--- src/assert_macros.svh ---
// Assertion helpers shared by the RTL files.
// They assume a clock named clk and an active-low reset named rst_n in scope.
`ifndef ASSERT_MACROS_SVH
`define ASSERT_MACROS_SVH

// Property must hold at every clock edge outside reset.
`define ASSERT_PROP(label, prop, msg) \
  label: assert property (@(posedge clk) disable iff (!rst_n) prop) else $error(msg);

// Condition must never be true outside reset.
`define ASSERT_NEVER(label, cond, msg) \
  label: assert property (@(posedge clk) disable iff (!rst_n) !(cond)) else $error(msg);

`endif

--- src/c8sc_pkg.sv ---
// Shared types, constants and ChaCha round functions for the ChaCha8 stream cipher.
// No dependencies.
`default_nettype none

package c8sc_pkg;

  localparam int NUM_WORDS = 16;
  localparam int N_STG     = 16;  // half-rounds in the keystream pipeline
  localparam int KQ_DEPTH  = 4;   // keystream blocks queued plus in flight
  localparam int KQ_AW     = 2;
  localparam int KQ_CW     = 3;
  localparam int IQ_DEPTH  = 2;   // item queue between front and back
  localparam int IQ_CW     = 2;
  localparam int CFG_IW    = 3;

  localparam logic [CFG_IW-1:0] REG_KEY01 = 3'd0;
  localparam logic [CFG_IW-1:0] REG_KEY23 = 3'd1;
  localparam logic [CFG_IW-1:0] REG_KEY45 = 3'd2;
  localparam logic [CFG_IW-1:0] REG_KEY67 = 3'd3;
  localparam logic [CFG_IW-1:0] REG_NONCE = 3'd4;

  localparam logic [3:0] FULL_CNT = 4'd8;

  // "expand 32-byte k"
  localparam logic [31:0] SIGMA0 = 32'h61707865;
  localparam logic [31:0] SIGMA1 = 32'h3320646e;
  localparam logic [31:0] SIGMA2 = 32'h79622d32;
  localparam logic [31:0] SIGMA3 = 32'h6b206574;

  typedef logic [NUM_WORDS-1:0][31:0] blk_t;

  typedef struct packed {
    logic [63:0] in_data;
    logic [3:0]  in_bytes;
    logic        in_last;
  } in_item_t;

  typedef struct packed {
    logic [63:0] out_data;
    logic [3:0]  out_bytes;
    logic        out_last;
  } out_item_t;

  // Classified item handed from front to back
  typedef struct packed {
    logic [63:0] data;
    logic [3:0]  cnt;       // clamped byte count
    logic        last;
    logic        take_new;  // item opens a fresh keystream block
    logic [2:0]  pos;       // chunk within the block
  } cmd_t;

  typedef struct packed {
    logic key_wr;
    logic nonce_wr;
  } cfg_evt_t;

  function automatic logic [31:0] rotl32(input logic [31:0] v, input int unsigned n);
    return (v << n) | (v >> (32 - n));
  endfunction

  // Half of a column or diagonal round: either the 16/12 or the 8/7 steps
  // of all four quarter rounds.
  function automatic blk_t half_round(input blk_t s, input logic diag, input logic second);
    blk_t        w;
    int          a;
    int          b;
    int          c;
    int          d;
    int unsigned r1;
    int unsigned r2;
    w  = s;
    r1 = second ? 8 : 16;
    r2 = second ? 7 : 12;
    for (int i = 0; i < 4; i++) begin
      a = i;
      b = 4 + ((i + (diag ? 1 : 0)) & 3);
      c = 8 + ((i + (diag ? 2 : 0)) & 3);
      d = 12 + ((i + (diag ? 3 : 0)) & 3);
      w[a] = w[a] + w[b];
      w[d] = rotl32(w[d] ^ w[a], r1);
      w[c] = w[c] + w[d];
      w[b] = rotl32(w[b] ^ w[c], r2);
    end
    return w;
  endfunction

  function automatic blk_t init_state(input logic [255:0] key, input logic [63:0] ctr,
                                      input logic [63:0] nonce);
    return {nonce, ctr, key, SIGMA3, SIGMA2, SIGMA1, SIGMA0};
  endfunction

  function automatic blk_t add_blk(input blk_t x, input blk_t y);
    blk_t r;
    for (int i = 0; i < NUM_WORDS; i++) begin
      r[i] = x[i] + y[i];
    end
    return r;
  endfunction

endpackage

`default_nettype wire

--- src/c8sc_front.sv ---
// Front end: accepts input items, tracks block position and queues classified items.
// Depends on c8sc_pkg and assert_macros.svh.
`default_nettype none
`include "assert_macros.svh"

module c8sc_front (
  input  logic               clk,
  input  logic               rst_n,
  input  c8sc_pkg::cfg_evt_t cfg_evt,
  input  logic               in_valid,
  output logic               in_stall,
  input  c8sc_pkg::in_item_t in_payload,
  output logic               cmd_valid,
  output c8sc_pkg::cmd_t     cmd,
  input  logic               cmd_pop
);
  import c8sc_pkg::*;

  logic             loaded_r, loaded_nxt;
  logic [2:0]       pos_r, pos_nxt;
  logic [IQ_CW-1:0] qcnt_r, qcnt_nxt;
  logic             wptr_r, rptr_r;
  cmd_t             q_mem [IQ_DEPTH];

  logic       accept;
  logic [3:0] cnt;
  logic       take_new;
  logic [2:0] pos;
  logic       ends;
  cmd_t       new_cmd;

  assign in_stall  = (qcnt_r == IQ_CW'(IQ_DEPTH));
  assign accept    = in_valid && !in_stall;
  assign cmd_valid = (qcnt_r != '0);
  assign cmd       = q_mem[rptr_r];

  always_comb begin
    cnt      = (in_payload.in_bytes > FULL_CNT) ? FULL_CNT : in_payload.in_bytes;
    take_new = (cnt != '0) && !loaded_r;
    pos      = take_new ? 3'd0 : pos_r;
    // short chunk or last flag closes the message and drops the block
    ends     = in_payload.in_last || (cnt != FULL_CNT);

    new_cmd.data     = in_payload.in_data;
    new_cmd.cnt      = cnt;
    new_cmd.last     = in_payload.in_last;
    new_cmd.take_new = take_new;
    new_cmd.pos      = pos;

    loaded_nxt = loaded_r;
    pos_nxt    = pos_r;
    if (cfg_evt.nonce_wr) begin
      loaded_nxt = 1'b0;
      pos_nxt    = '0;
    end else if (accept) begin
      if (ends) begin
        loaded_nxt = 1'b0;
        pos_nxt    = '0;
      end else begin
        loaded_nxt = (pos != 3'd7);
        pos_nxt    = pos + 3'd1;
      end
    end

    qcnt_nxt = qcnt_r + IQ_CW'(accept) - IQ_CW'(cmd_pop);
  end

  always_ff @(posedge clk) begin
    if (!rst_n) begin
      loaded_r <= 1'b0;
      pos_r    <= '0;
      qcnt_r   <= '0;
      wptr_r   <= 1'b0;
      rptr_r   <= 1'b0;
    end else begin
      loaded_r <= loaded_nxt;
      pos_r    <= pos_nxt;
      qcnt_r   <= qcnt_nxt;
      if (accept) begin
        wptr_r <= ~wptr_r;
      end
      if (cmd_pop) begin
        rptr_r <= ~rptr_r;
      end
    end
  end

  always_ff @(posedge clk) begin
    if (accept) begin
      q_mem[wptr_r] <= new_cmd;
    end
  end

  `ASSERT_PROP(a_pop_has_item, cmd_pop |-> cmd_valid, "item popped from empty queue")
  `ASSERT_PROP(a_new_block_at_start, (cmd_valid && cmd.take_new) |-> (cmd.pos == 3'd0),
               "fresh block must start at chunk zero")
  `ASSERT_NEVER(a_pos_without_block, !loaded_r && (pos_r != 3'd0),
                "chunk position set with no block in use")

endmodule

`default_nettype wire

--- config.mk ---
export PLATFORM = sky130hd
export DESIGN_NAME = c8sc_front
export DESIGN_NICKNAME = d
export VERILOG_FILES = /design/src/c8sc_pkg.sv /design/src/c8sc_front.sv
export VERILOG_INCLUDE_DIRS = /design/src /design/src/src
export SDC_FILE = /design/constraint.sdc
export NUM_CORES = 1
export LEC_CHECK = 0
export BUFFER_PORTS_ARGS = -buffer_cell sky130_fd_sc_hd__buf_2
export CAP_MARGIN = 20
export CORE_MARGIN = 2
export CORE_UTILIZATION = 46
export CTS_CLUSTER_SIZE = 16
export DETAILED_ROUTE_END_ITERATION = 8
export PLACE_DENSITY = 0.73
export SLEW_MARGIN = 30
export SYNTH_ARGS = -nofsm -noshare
export SYNTH_HDL_FRONTEND = slang
export SYNTH_SLANG_ARGS = --single-unit
export TNS_END_PERCENT = 20
--- constraint.sdc ---
create_clock -name clk -period 6.8 [get_ports clk]
set_input_delay 1.36 -clock clk [delete_from_list [all_inputs] [get_ports clk]]
set_output_delay 1.36 -clock clk [all_outputs]
set_load 0.01 [all_outputs]
After elaboration in Yosys (flattened, before gate mapping)
Memories as Yosys holds them, arrays and structs flattened. A register that Yosys moved wholly into a read port is not among the register bits.
Index checks and enable logic that the tools add are counted.

storage, ports and cells
  register bits = 8
  RAM bits = 146
  input bits = 75
  output and inout port bits = 75
  word-level logic and storage cells = 32
  memories kept = 1

memory list
  memory  depth  bits a word  read ports  clocked after Yosys merged registers in  write ports  RTL line          source
  q_mem   2      73           1           1                                        1            c8sc_front.sv:23  cmd_t q_mem [IQ_DEPTH];

operators by class
  $add $sub $neg = 3
  $lt $le $gt $ge = 1
  equal/unequal tests = 3
  mux-type cells = 8
  bitwise logic cells = 3
  reductions and logical operators = 8

operators with widths
  operator               count
  $mux W3                2
  $mux W1                5
  $gt A4 B4 Y1 const B   1
  $mux W4                1
  $ne A4 B4 Y1 const B   1
  $reduce_bool A4 Y1     1
  $add A3 B1 Y3 const B  1
  $ne A3 B3 Y1 const B   1
  $not A1 Y1             3
  $add A2 B1 Y2          1
  $eq A2 B2 Y1 const B   1
  $logic_and A1 B1 Y1    2
  $logic_not A1 Y1       2
  $reduce_bool A2 Y1     1
  $reduce_or A2 Y1       1
  $sub A2 B1 Y2          1
  $logic_or A1 B1 Y1     1

Logic depth before layout (Yosys ltp)
Gate-level depths: netlist of the first run.

  word-level depth = 7
  depth in mapped cells = 8
  depth with buffers taken out = 8

Least setup slack after synthesis of the first run
Ideal clock, no wire load.

  path type = input -> register
  from = in in_valid
  to = mem q_mem[0][0] in the netlist's numbering, enable pin
  library setup time = 0.427 ns
  arrival time = 3.194 ns
  data required time = 6.373 ns
  slack = 3.179 ns
  cell stages on the path = 3
  buffers on the path = 0
  path through = inv_2 or3_4 inv_1

between the ends
  longest elaborated chain between the ends = 3

RTL lines
  element                        RTL line          source
  start, declared                c8sc_front.sv:10  input logic in_valid,
  $logic_and A1 B1 Y1            c8sc_front.sv:33  assign accept = in_valid && !in_stall;
  $mux W1                        c8sc_front.sv:89  if (accept) begin
  $mux W1 (implied by the code)  c8sc_front.sv:90  q_mem[wptr_r] <= new_cmd;
  end, declared                  c8sc_front.sv:23

No other way between the ends.

==> results of run 1 <==
## report_power, final
group	switching, mW	total [mW]	internal [mW]	leakage, nW
sequential	0.0362	1.23	1.19	1.44
combinational	0.206	0.375	0.168	1.02
clock	0.337	0.932	0.594	0.286
## worst min-delay path by stage
stage | end | cells after the start
CTS | pos_r[1] | 2
finish | pos_r[1] | 2
floorplan | pos_r[1] | 2
global placement | pos_r[1] | 2
detailed placement | pos_r[1] | 2
global route | pos_r[0] | 2
## per-stage QoR
| step | instances | util, % | power (mW) |
|---|---|---|---|
| 2_1_floorplan | 282 | - | 1.47 |
| 3_3_place_gp | 590 | 55.0 | 1.60 |
| 3_5_place_dp | 592 | 55.5 | 1.63 |
| 4_1_cts | 624 | 60.3 | 2.56 |
| 5_1_grt | 624 | 60.4 | 2.63 |
| 6_report | 624 | 60.4 | 2.53 |
## flip-flops by register name, indices dropped and copies added (netlist names), named ones only
name	cells
q_mem	146
qcnt_r	2
rptr_r	1
loaded_r	1
pos_r	3
wptr_r	1
## layer usage
metal,global-route usage (%),vias to the layer above,routed length (µm)
li1,-,1426,-
met1,16.9,1505,4120
met2,26.5,115,5190
met3,5.33,19,677
met4,7.70,0,241
met5,0,-,0
## cell type report
class / instances / area (µm²)
Clock inverter: 8 / 120
Inverter: 4 / 16.3
Tap cell: 168 / 210
Timing Repair Buffer: 151 / 807
Fill cell: 919 / 4800
Sequential cell: 155 / 4570
Multi-Input combinational cell: 114 / 1120
Clock buffer: 24 / 472
## worst max-delay path, cell delays in order (launching register included)
cell and delay, ns:
dfxtp_4 0.64, buf_16 0.30, mux2_2 0.37, buf_2 0.15
## synthesized netlist by cell type
cell	n
a21boi_2	1
a21oi_1	4
and2_1	4
and2b_1	1
and3_2	1
buf_2	1
buf_4	7
clkbuf_1	1
dfxtp_1	9
edfxtp_1	146
ha_1	4
inv_1	2
inv_2	2
mux2_2	73
nand2_1	2
nand2b_1	1
nand2b_4	1
nand4_1	3
nand4b_1	1
nor2_1	1
nor2b_1	6
nor4_1	1
o21ai_0	5
or2_2	1
or3_4	1
xnor2_1	2
xor2_1	1
## cell families (layout without fill, tap and decap cells)
group | after synthesis | in the layout | synth area share, %
flip-flops | 155 | 155 | 79.3
multiplexers | 73 | 73 | 14.3
AND/OR/NAND/NOR | 24 | 24 | 2.78
buffers and inverters | 13 | 187 | 1.33
AO/OA/AOI/OAI | 10 | 10 | 0.978
adder cells (fa/ha/maj) | 4 | 4 | 0.870
XOR/XNOR | 3 | 3 | 0.457
==> impl_metrics.xml, run 1 <==
<?xml version="1.0" encoding="UTF-8"?>
<metrics>
  <group name="worst_setup_path">
    <metric name="reg2reg_setup_slack" unit="ns">4.85</metric>
    <metric name="critical_path.endpoint_type" unit="">primary output</metric>
    <metric name="timing.rr.start" unit="">qcnt_r[0]</metric>
    <metric name="worst_ep_required_time" unit="ns">5.44</metric>
    <metric name="critPathArrivalTime" unit="ns">1.89</metric>
    <metric name="critical_path_peak_fanout" unit="">44</metric>
    <metric name="crit_path_end" unit="">cmd[40]</metric>
    <metric name="setup.worst_path.class" unit="">reg2out</metric>
    <metric name="reg2regPathDepth" unit="">5</metric>
    <metric name="regToRegEndpoint" unit="">q_mem[0][38]</metric>
    <metric name="setup.worst_path.start_class" unit="">flip-flop</metric>
  </group>
  <group name="clock_network">
    <metric name="cts_root_buf" unit="">clkbuf_16</metric>
    <metric name="cts-resized-gates" unit="">0</metric>
    <metric name="numCtsBuffers" unit="">17</metric>
    <metric name="ctsLongestPathBuffers" unit="">2</metric>
    <metric name="cts_post_setup_buffers_inserted" unit="">0</metric>
    <metric name="clock_sink_count" unit="">155</metric>
    <metric name="clock_latency" unit="ns">0.42</metric>
    <metric name="hold_buffers" unit="">0</metric>
    <metric name="cts_tree" unit="">built</metric>
    <metric name="htree_levels" unit="">4</metric>
    <metric name="clk_pin_slew_worst_paths" unit="ns">0.06</metric>
  </group>
  <group name="finish">
    <metric name="post_route_cells_drive_above_1_share" unit="%">56.8</metric>
    <metric name="design.final.nets" unit="">522</metric>
    <metric name="postLayoutCellArea" unit="mm²">0.00731</metric>
    <metric name="num_antenna_cells" unit="">0</metric>
    <metric name="layout_common_cells" unit="">148 x buf_2, 146 x edfxtp_1, 73 x mux2_2</metric>
    <metric name="area_growth_syn_to_layout" unit="%">27.0</metric>
    <metric name="layout_commonest_cell" unit="">buf_2</metric>
  </group>
  <group name="timing">
    <metric name="clock.fmax" unit="GHz">0.308</metric>
    <metric name="timing.final.hold_violations" unit="">0</metric>
    <metric name="total_negative_slack" unit="ns">0</metric>
    <metric name="worst_pin_slew" unit="ns">0.718</metric>
    <metric name="grt_setup_unrepaired" unit="">false</metric>
    <metric name="period_share" unit="%">47.8</metric>
    <metric name="finalCriticalPeriod" unit="ns">3.25</metric>
    <metric name="hold_slack" unit="ns">0.485</metric>
    <metric name="finClkSkew" unit="ns">0.00761</metric>
    <metric name="slew_violations" unit="">0</metric>
    <metric name="timing.slew.headroom" unit="%">52.2</metric>
    <metric name="finalSetupViolations" unit="">0</metric>
    <metric name="final.setup.worst_slack" unit="ns">3.55</metric>
  </group>
  <group name="place">
    <metric name="worst_setup_slack_before_clock_tree_synthesis" unit="ns">3.57</metric>
    <metric name="port_buffers" unit="">148</metric>
    <metric name="detailedPlacementHpwl" unit="µm">6610</metric>
    <metric name="detailed_place.area" unit="mm²">0.00672</metric>
    <metric name="place.gp.congestion" unit="">0.716</metric>
  </group>
  <group name="drt">
    <metric name="drtAntennaViolNets" unit="">0</metric>
    <metric name="drt-initial-drc-count" unit="">267</metric>
    <metric name="routed_wirelength" unit="µm">10200</metric>
    <metric name="via_count" unit="">3065</metric>
    <metric name="post_drt_via_cell_ratio" unit="">4.91</metric>
    <metric name="detailedRoute.firstPassIterationCount" unit="">4</metric>
    <metric name="wl_per_cell" unit="µm">16.4</metric>
    <metric name="drcViolationCount" unit="">0</metric>
  </group>
  <group name="yosys">
    <metric name="synthesis.area_per_instance" unit="µm²">20.4</metric>
    <metric name="netlist.top_cell.by_area" unit="">edfxtp_1</metric>
    <metric name="yosysUniqueCellTypes" unit="">27</metric>
    <metric name="synth.yosys.warnings" unit="">0</metric>
    <metric name="synth_seq_area_share" unit="%">79.3</metric>
    <metric name="ys_seq_elements" unit="">155</metric>
    <metric name="dominant_cells_by_area_after_synthesis" unit="">edfxtp_1 76%, mux2_2 14%, dfxtp_1 3.1%, buf_4 0.91%, ha_1 0.87%</metric>
    <metric name="synth_top_area_share" unit="%">76.2</metric>
    <metric name="netlist_instances" unit="">282</metric>
    <metric name="mappedNetlistArea" unit="mm²">0.00576</metric>
    <metric name="synthesis.nets" unit="">361</metric>
  </group>
  <group name="die">
    <metric name="top_level_ports" unit="">150</metric>
    <metric name="die_area" unit="mm²">0.0134</metric>
    <metric name="placementRows" unit="">40</metric>
    <metric name="dieHeight" unit="µm">116</metric>
    <metric name="start_util" unit="%">47.5</metric>
    <metric name="die_width" unit="µm">116</metric>
    <metric name="core_region_area" unit="mm²">0.0121</metric>
  </group>
  <group name="grt">
    <metric name="groute.usage.overall" unit="%">15.4</metric>
    <metric name="number_of_global_route_vias_before_repair" unit="">3169</metric>
    <metric name="largest_net_degree_at_the_start_of_global_routing" unit="">74</metric>
    <metric name="grt_first_pass_wirelength" unit="µm">15200</metric>
    <metric name="grt_antenna_before_repair" unit="">0</metric>
    <metric name="grt_remaining_overflow" unit="">0</metric>
  </group>
  <group name="outcome">
    <metric name="outcome" unit="">finished, final reports clean</metric>
  </group>
  <group name="run">
    <metric name="max_cap_violations" unit="">0</metric>
  </group>
  <group name="worst_hold_path">
    <metric name="hold_path.class" unit="">reg2reg</metric>
    <metric name="min_from" unit="">pos_r[1]</metric>
  </group>
  <group name="pwr">
    <metric name="worst_ir_drop_vdd" unit="µV">270</metric>
    <metric name="pwr_density_cell" unit="mW/mm²">346</metric>
    <metric name="cellLeakagePower" unit="nW">2.74</metric>
  </group>
</metrics>
(Power assumes the default switching activity.)
==> inputs of run 2 (changes only) <==
clock period = 3.1 ns   (was 6.8 ns; I/O delays follow)
==> run 2 against run 1 <==
Against the previous run:
- non-clock buffer count unchanged
- setup slack got worse by 3.0 ns
- register-to-register slack got worse by 3.5 ns
- critical path type unchanged
- largest cell class unchanged
==> impl_metrics.xml, run 2 (synthesis results as in run 1) <==
<?xml version="1.0" encoding="UTF-8"?>
<metrics>
  <group name="drt">
    <metric name="drt-initial-drc-count" unit="">181</metric>
    <metric name="drtAntennaViolNets" unit="">0</metric>
    <metric name="detailedRoute.firstPassIterationCount" unit="">4</metric>
    <metric name="met3RoutedLength" unit="µm">752</metric>
    <metric name="met2_wirelength" unit="µm">5010</metric>
    <metric name="post_drt_via_cell_ratio" unit="">4.84</metric>
    <metric name="m1_wl" unit="µm">4060</metric>
    <metric name="top_layer_used" unit="">met4</metric>
    <metric name="wl_per_cell" unit="µm">16.1</metric>
    <metric name="via_count" unit="">3024</metric>
    <metric name="routed_wirelength" unit="µm">10100</metric>
    <metric name="drcViolationCount" unit="">0</metric>
  </group>
  <group name="pwr">
    <metric name="cell_internal_pwr" unit="mW">4.07</metric>
    <metric name="combPwrFrac" unit="%">15.2</metric>
    <metric name="clock_power_share" unit="%">34.6</metric>
    <metric name="worst_ir_drop_vdd" unit="µV">568</metric>
    <metric name="cellLeakagePower" unit="nW">2.71</metric>
    <metric name="seqPwrFrac" unit="%">50.1</metric>
    <metric name="pwr_density_cell" unit="mW/mm²">740</metric>
    <metric name="switching_part_of_the_total" unit="%">24.1</metric>
    <metric name="power_switching" unit="mW">1.29</metric>
  </group>
  <group name="timing">
    <metric name="finClkSkew" unit="ns">0.00571</metric>
    <metric name="final.setup.worst_slack" unit="ns">0.568</metric>
    <metric name="period_share" unit="%">81.7</metric>
    <metric name="clock.fmax" unit="GHz">0.395</metric>
    <metric name="finalCriticalPeriod" unit="ns">2.53</metric>
    <metric name="timing.final.hold_violations" unit="">0</metric>
    <metric name="total_negative_slack" unit="ns">0</metric>
    <metric name="finalSetupViolations" unit="">0</metric>
    <metric name="worst_pin_slew" unit="ns">0.518</metric>
    <metric name="slew_violations" unit="">0</metric>
    <metric name="timing.slew.headroom" unit="%">65.5</metric>
    <metric name="hold_slack" unit="ns">0.392</metric>
    <metric name="grt_setup_unrepaired" unit="">false</metric>
  </group>
  <group name="clock_network">
    <metric name="ctsLongestPathBuffers" unit="">2</metric>
    <metric name="numCtsBuffers" unit="">17</metric>
    <metric name="cts_root_buf" unit="">clkbuf_16</metric>
    <metric name="clk_pin_slew_worst_paths" unit="ns">0.06</metric>
    <metric name="cts_tree" unit="">built</metric>
    <metric name="cts_post_setup_buffers_inserted" unit="">0</metric>
    <metric name="hold_buffers" unit="">0</metric>
    <metric name="clock_sink_count" unit="">155</metric>
    <metric name="cts-resized-gates" unit="">0</metric>
    <metric name="clock_latency" unit="ns">0.41</metric>
    <metric name="htree_levels" unit="">4</metric>
  </group>
  <group name="worst_setup_path">
    <metric name="cpLargestDelayFamily" unit="">flip-flops</metric>
    <metric name="setup.worst_path.class" unit="">reg2out</metric>
    <metric name="critPathArrivalTime" unit="ns">1.91</metric>
    <metric name="cpPeakStageDelay" unit="ns">0.66</metric>
    <metric name="critical_path.endpoint_type" unit="">primary output</metric>
    <metric name="crit_slowest_cell" unit="">dfxtp_4</metric>
    <metric name="worst_ep_required_time" unit="ns">2.48</metric>
    <metric name="critical_path_peak_fanout" unit="">38</metric>
    <metric name="setup.worst_path.start_class" unit="">flip-flop</metric>
    <metric name="cp_cell_sequence" unit="">buf_12, mux2_2, buf_2</metric>
    <metric name="worstPathBufferInverterCount" unit="">2</metric>
  </group>
  <group name="die">
    <metric name="placementRows" unit="">40</metric>
    <metric name="dieHeight" unit="µm">116</metric>
    <metric name="core_region_area" unit="mm²">0.0121</metric>
    <metric name="die_width" unit="µm">116</metric>
    <metric name="top_level_ports" unit="">150</metric>
    <metric name="start_util" unit="%">47.5</metric>
    <metric name="die_area" unit="mm²">0.0134</metric>
  </group>
  <group name="outcome">
    <metric name="outcome" unit="">finished, final reports clean</metric>
  </group>
  <group name="finish">
    <metric name="instances_no_fill" unit="">625</metric>
    <metric name="registers.top_by_ff_count" unit="">q_mem</metric>
    <metric name="area_growth_syn_to_layout" unit="%">26.0</metric>
    <metric name="post_route_cells_drive_above_1_share" unit="%">57.0</metric>
    <metric name="reg.largest.list" unit="">q_mem (146), pos_r (3), qcnt_r (2)</metric>
    <metric name="layout_common_cells" unit="">148 x buf_2, 146 x edfxtp_1, 73 x mux2_2</metric>
    <metric name="layout_commonest_cell" unit="">buf_2</metric>
    <metric name="largest_reg_flops" unit="">146</metric>
    <metric name="layout.filler_cells" unit="">952</metric>
    <metric name="design.final.nets" unit="">522</metric>
  </group>
  <group name="grt">
    <metric name="grt_first_pass_wirelength" unit="µm">14900</metric>
    <metric name="number_of_global_route_vias_before_repair" unit="">3104</metric>
    <metric name="grt_antenna_before_repair" unit="">1</metric>
    <metric name="grt_remaining_overflow" unit="">0</metric>
    <metric name="largest_net_degree_at_the_start_of_global_routing" unit="">74</metric>
    <metric name="groute.usage.overall" unit="%">15.2</metric>
  </group>
  <group name="place">
    <metric name="port_buffers" unit="">148</metric>
    <metric name="worst_setup_slack_before_clock_tree_synthesis" unit="ns">0.891</metric>
    <metric name="place.gp.congestion" unit="">0.738</metric>
    <metric name="post-place-cells" unit="">592</metric>
    <metric name="detailedPlacementHpwl" unit="µm">6510</metric>
  </group>
  <group name="run">
    <metric name="max_cap_violations" unit="">0</metric>
  </group>
  <group name="worst_hold_path">
    <metric name="hold_path.class" unit="">in2reg</metric>
  </group>
</metrics>
==> run 2: cell count changes in the layout (fill, tap and decap cells not counted), sizes merged <==
cell / change
clkbuf: -5
clkinvlp: +1
inv: +1
diode: +1
bufinv: -2
clkinv: +5
==> run 2: cell type report <==
| type | instances | area, µm² | share of cell area [%] |
|---|---|---|---|
| inverter | 4 | 16.3 | 0.224 |
| clock buffer | 19 | 433 | 5.97 |
| multi-input combinational | 114 | 1120 | 15.4 |
| sequential | 155 | 4570 | 63.0 |
| tap | 168 | 210 | 2.90 |
| antenna | 1 | 2.50 | 0.0345 |
| timing repair buffer | 151 | 801 | 11.0 |
| clock inverter | 13 | 103 | 1.41 |
==> run 2: worst paths after layout <==
kind,start,endpoint,slack (ns),cells past startpoint
setup / recovery,flip-flop,cmd[52],0.57,3
hold / removal,in_payload[53],q_mem[0][57],0.39,1
setup reg to reg,qcnt_r[0],q_mem[0][37],1.36,5
hold reg to reg,pos_r[1],pos_r[1],0.47,2
==> run 2: through the flow <==
stage               utilization, %  total power, mW  instance area [µm²]
finish                        59.9             5.36                 7250
global route                  59.9             5.59                 7250
CTS                           59.9             5.43                 7250
detailed placement            55.4             3.57                 6710
global placement              55.4             3.53                 6710
floorplan                        -             3.21                 5760
==> run 2: power groups by stage <==
stage | logic (mW) | registers, mW | clock network [mW]
4_1_cts | 0.838 | 2.69 | 1.90
2_1_floorplan | 0.508 | 2.71 | 0
3_3_place_gp | 0.817 | 2.72 | 0
6_report | 0.818 | 2.69 | 1.86
5_1_grt | 0.897 | 2.71 | 1.98
3_5_place_dp | 0.832 | 2.74 | 0
==> run 2: metal layers <==
metal  up-vias  GRT usage [%]
met1      1462           16.8
met4         0           7.62
met3        17           5.49
li1       1429              -
met2       116           26.1
met5         -              0
==> inputs of run 3 (changes only) <==
PLACE_DENSITY = 0.76   (was 0.73)
clock period = 2.07 ns   (was 3.1 ns; I/O delays follow)
==> run 3 against run 2 <==
Against the previous run:
- die area unchanged
- combinational power increased by 61%
- setup slack worse by 0.52 ns
- routed wire length is 2.5% higher
- clock skew is 0.00058 ns higher
- first-iteration DRC count is 12% lower
- clock power increased by 65%
- global-route usage grew 0.33 points
- critical path depth stayed put
- sequential power is 49% higher
- hold slack worse by 0.21 ns
- total power grew 56%
- critical endpoint is now cmd[71]
- largest power group unchanged
==> impl_metrics.xml, run 3 (synthesis results as in run 1) <==
<?xml version="1.0" encoding="UTF-8"?>
<metrics>
  <group name="outcome">
    <metric name="outcome" unit="">finished, final reports clean</metric>
  </group>
  <group name="pwr">
    <metric name="switching_part_of_the_total" unit="%">24.8</metric>
    <metric name="pwr_density_cell" unit="mW/mm²">1140</metric>
    <metric name="cell_internal_pwr" unit="mW">6.30</metric>
    <metric name="worst_ir_drop_vdd" unit="µV">628</metric>
    <metric name="power_switching" unit="mW">2.08</metric>
    <metric name="clock_power_share" unit="%">36.5</metric>
    <metric name="combPwrFrac" unit="%">15.7</metric>
    <metric name="seqPwrFrac" unit="%">47.8</metric>
    <metric name="cellLeakagePower" unit="nW">2.76</metric>
    <metric name="totalPowerFinal" unit="mW">8.38</metric>
  </group>
  <group name="finish">
    <metric name="post_route_cells_drive_above_1_share" unit="%">58.4</metric>
    <metric name="layout_commonest_cell" unit="">buf_2</metric>
    <metric name="largest_reg_flops" unit="">146</metric>
    <metric name="num_antenna_cells" unit="">0</metric>
    <metric name="reg.largest.list" unit="">q_mem (146), pos_r (3), qcnt_r (2)</metric>
    <metric name="instances_no_fill" unit="">627</metric>
    <metric name="area_growth_syn_to_layout" unit="%">28.1</metric>
    <metric name="design.final.nets" unit="">525</metric>
    <metric name="layout.filler_cells" unit="">915</metric>
    <metric name="layout_common_cells" unit="">148 x buf_2, 146 x edfxtp_1, 72 x mux2_2</metric>
    <metric name="postLayoutCellArea" unit="mm²">0.00737</metric>
    <metric name="registers.top_by_ff_count" unit="">q_mem</metric>
  </group>
  <group name="die">
    <metric name="die_width" unit="µm">116</metric>
    <metric name="top_level_ports" unit="">150</metric>
    <metric name="core_region_area" unit="mm²">0.0121</metric>
    <metric name="placementRows" unit="">40</metric>
    <metric name="dieHeight" unit="µm">116</metric>
    <metric name="start_util" unit="%">47.5</metric>
    <metric name="die_area" unit="mm²">0.0134</metric>
  </group>
  <group name="clock_network">
    <metric name="htree_levels" unit="">4</metric>
    <metric name="ctsLongestPathBuffers" unit="">2</metric>
    <metric name="numCtsBuffers" unit="">17</metric>
    <metric name="cts_post_setup_buffers_inserted" unit="">0</metric>
    <metric name="clock_latency" unit="ns">0.42</metric>
    <metric name="cts_root_buf" unit="">clkbuf_16</metric>
    <metric name="cts_tree" unit="">built</metric>
    <metric name="clock_sink_count" unit="">155</metric>
    <metric name="clk_pin_slew_worst_paths" unit="ns">0.06</metric>
    <metric name="hold_buffers" unit="">0</metric>
  </group>
  <group name="grt">
    <metric name="number_of_global_route_vias_before_repair" unit="">3132</metric>
    <metric name="grt_first_pass_wirelength" unit="µm">15200</metric>
    <metric name="largest_net_degree_at_the_start_of_global_routing" unit="">49</metric>
    <metric name="groute.usage.overall" unit="%">15.6</metric>
    <metric name="grt_antenna_before_repair" unit="">0</metric>
    <metric name="grt_remaining_overflow" unit="">0</metric>
  </group>
  <group name="timing">
    <metric name="slew_violations" unit="">0</metric>
    <metric name="total_negative_slack" unit="ns">0</metric>
    <metric name="clock.fmax" unit="GHz">0.495</metric>
    <metric name="finClkSkew" unit="ns">0.00629</metric>
    <metric name="finalCriticalPeriod" unit="ns">2.02</metric>
    <metric name="grt_setup_unrepaired" unit="">false</metric>
    <metric name="timing.slew.headroom" unit="%">76.3</metric>
    <metric name="period_share" unit="%">97.6</metric>
    <metric name="timing.final.hold_violations" unit="">0</metric>
    <metric name="worst_pin_slew" unit="ns">0.356</metric>
    <metric name="finalSetupViolations" unit="">0</metric>
  </group>
  <group name="worst_setup_path">
    <metric name="timing.rr.start" unit="">qcnt_r[0]</metric>
    <metric name="crit_slowest_cell" unit="">mux2_2</metric>
    <metric name="cp_num_cells" unit="">3</metric>
    <metric name="critPathArrivalTime" unit="ns">1.61</metric>
    <metric name="cpPeakStageDelay" unit="ns">0.38</metric>
    <metric name="worst_ep_required_time" unit="ns">1.66</metric>
    <metric name="setup.worst_path.class" unit="">reg2out</metric>
    <metric name="reg2reg_setup_slack" unit="ns">0.39</metric>
    <metric name="cpLargestDelayFamily" unit="">multiplexers</metric>
    <metric name="cp_cell_sequence" unit="">buf_16, mux2_2, buf_2</metric>
    <metric name="reg2regPathDepth" unit="">5</metric>
    <metric name="worstPathBufferInverterCount" unit="">2</metric>
    <metric name="setup.worst_path.start_class" unit="">flip-flop</metric>
    <metric name="regToRegEndpoint" unit="">q_mem[0][40]</metric>
    <metric name="critical_path_peak_fanout" unit="">48</metric>
    <metric name="critical_path.endpoint_type" unit="">primary output</metric>
  </group>
  <group name="place">
    <metric name="port_buffers" unit="">148</metric>
    <metric name="post-place-cells" unit="">595</metric>
    <metric name="detailed_place.area" unit="mm²">0.00677</metric>
    <metric name="detailedPlacementHpwl" unit="µm">6810</metric>
    <metric name="place.gp.congestion" unit="">0.755</metric>
  </group>
  <group name="worst_hold_path">
    <metric name="hold_path.class" unit="">in2reg</metric>
    <metric name="hold_depth" unit="">1</metric>
    <metric name="hold_path_end" unit="">q_mem[1][33]</metric>
    <metric name="min_from" unit="">in_payload[29]</metric>
  </group>
  <group name="drt">
    <metric name="post_drt_via_cell_ratio" unit="">4.85</metric>
    <metric name="detailedRoute.firstPassIterationCount" unit="">4</metric>
    <metric name="wl_per_cell" unit="µm">16.4</metric>
    <metric name="via_count" unit="">3043</metric>
    <metric name="drt-initial-drc-count" unit="">159</metric>
    <metric name="routed_wirelength" unit="µm">10300</metric>
    <metric name="drcViolationCount" unit="">0</metric>
    <metric name="drtAntennaViolNets" unit="">0</metric>
  </group>
  <group name="run">
    <metric name="max_cap_violations" unit="">0</metric>
  </group>
</metrics>
==> run 3: cell types whose count changed in the layout (fill, tap and decap cells not counted), sizes merged <==
cell,delta
clkinv,-7
inv,+6
buf,+3
clkbuf,-2
clkinvlp,+2
bufinv,+1
diode,-1
==> run 3: layout make-up <==
cell class / count / area [µm²] / area share, %
Inverter: 4 / 21.3 / 0.289
Tap cell: 168 / 210 / 2.85
Multi-Input combinational cell: 114 / 1120 / 15.2
Clock buffer: 17 / 425 / 5.77
Clock inverter: 15 / 164 / 2.22
Sequential cell: 155 / 4570 / 62.0
Timing Repair Buffer: 154 / 860 / 11.7
==> run 3: worst max-delay path by stage <==
stage,slack [ns],end,startpoint
6_report,0.05,cmd[71],flip-flop
5_1_grt,0.0006,cmd[71],flip-flop
3_3_place_gp,0.27,pos_r[2],in_payload[1]
4_1_cts,0.03,cmd[67],flip-flop
3_5_place_dp,0.17,pos_r[2],in_payload[1]
2_1_floorplan,-0.05,q_mem[0][0],qcnt_r[0]
==> run 3: per-layer routing <==
| layer | track usage, % | up-vias | part of all wire [%] |
|---|---|---|---|
| met1 | 17.9 | 1487 | 41 |
| met2 | 25.7 | 109 | 50 |
| li1 | - | 1430 | - |
| met4 | 7.30 | 0 | 1.9 |
| met5 | 0 | - | 0 |
| met3 | 6.07 | 17 | 7.3 |
==> run 3: power by group through the flow <==
stage	combinational [mW]	clock (mW)	sequential, mW
floorplan	0.770	0	4.05
global placement	1.30	0	4.04
detailed placement	1.33	0	4.07
CTS	1.34	3.11	4.00
global route	1.43	3.23	4.03
finish	1.32	3.06	4.00
==> run 3: timing repair <==
item | 4_1_cts | 5_1_grt
pin swaps | 0 | 0
hold endpoints to repair | 0 | 0
gates resized for setup | 1 | 2
setup endpoints to repair | 1 | 1
==> run 3: through the flow <==
step                      setup WS [ns]  hold WS [ns]  util [%]
after detailed placement          0.170         0.475      55.9
after CTS                        0.0259         0.164      60.8
after global placement            0.268         0.459      55.9
after floorplan                 -0.0472         0.445         -
after global routing           0.000644         0.160      60.9
final                            0.0506         0.180      60.9
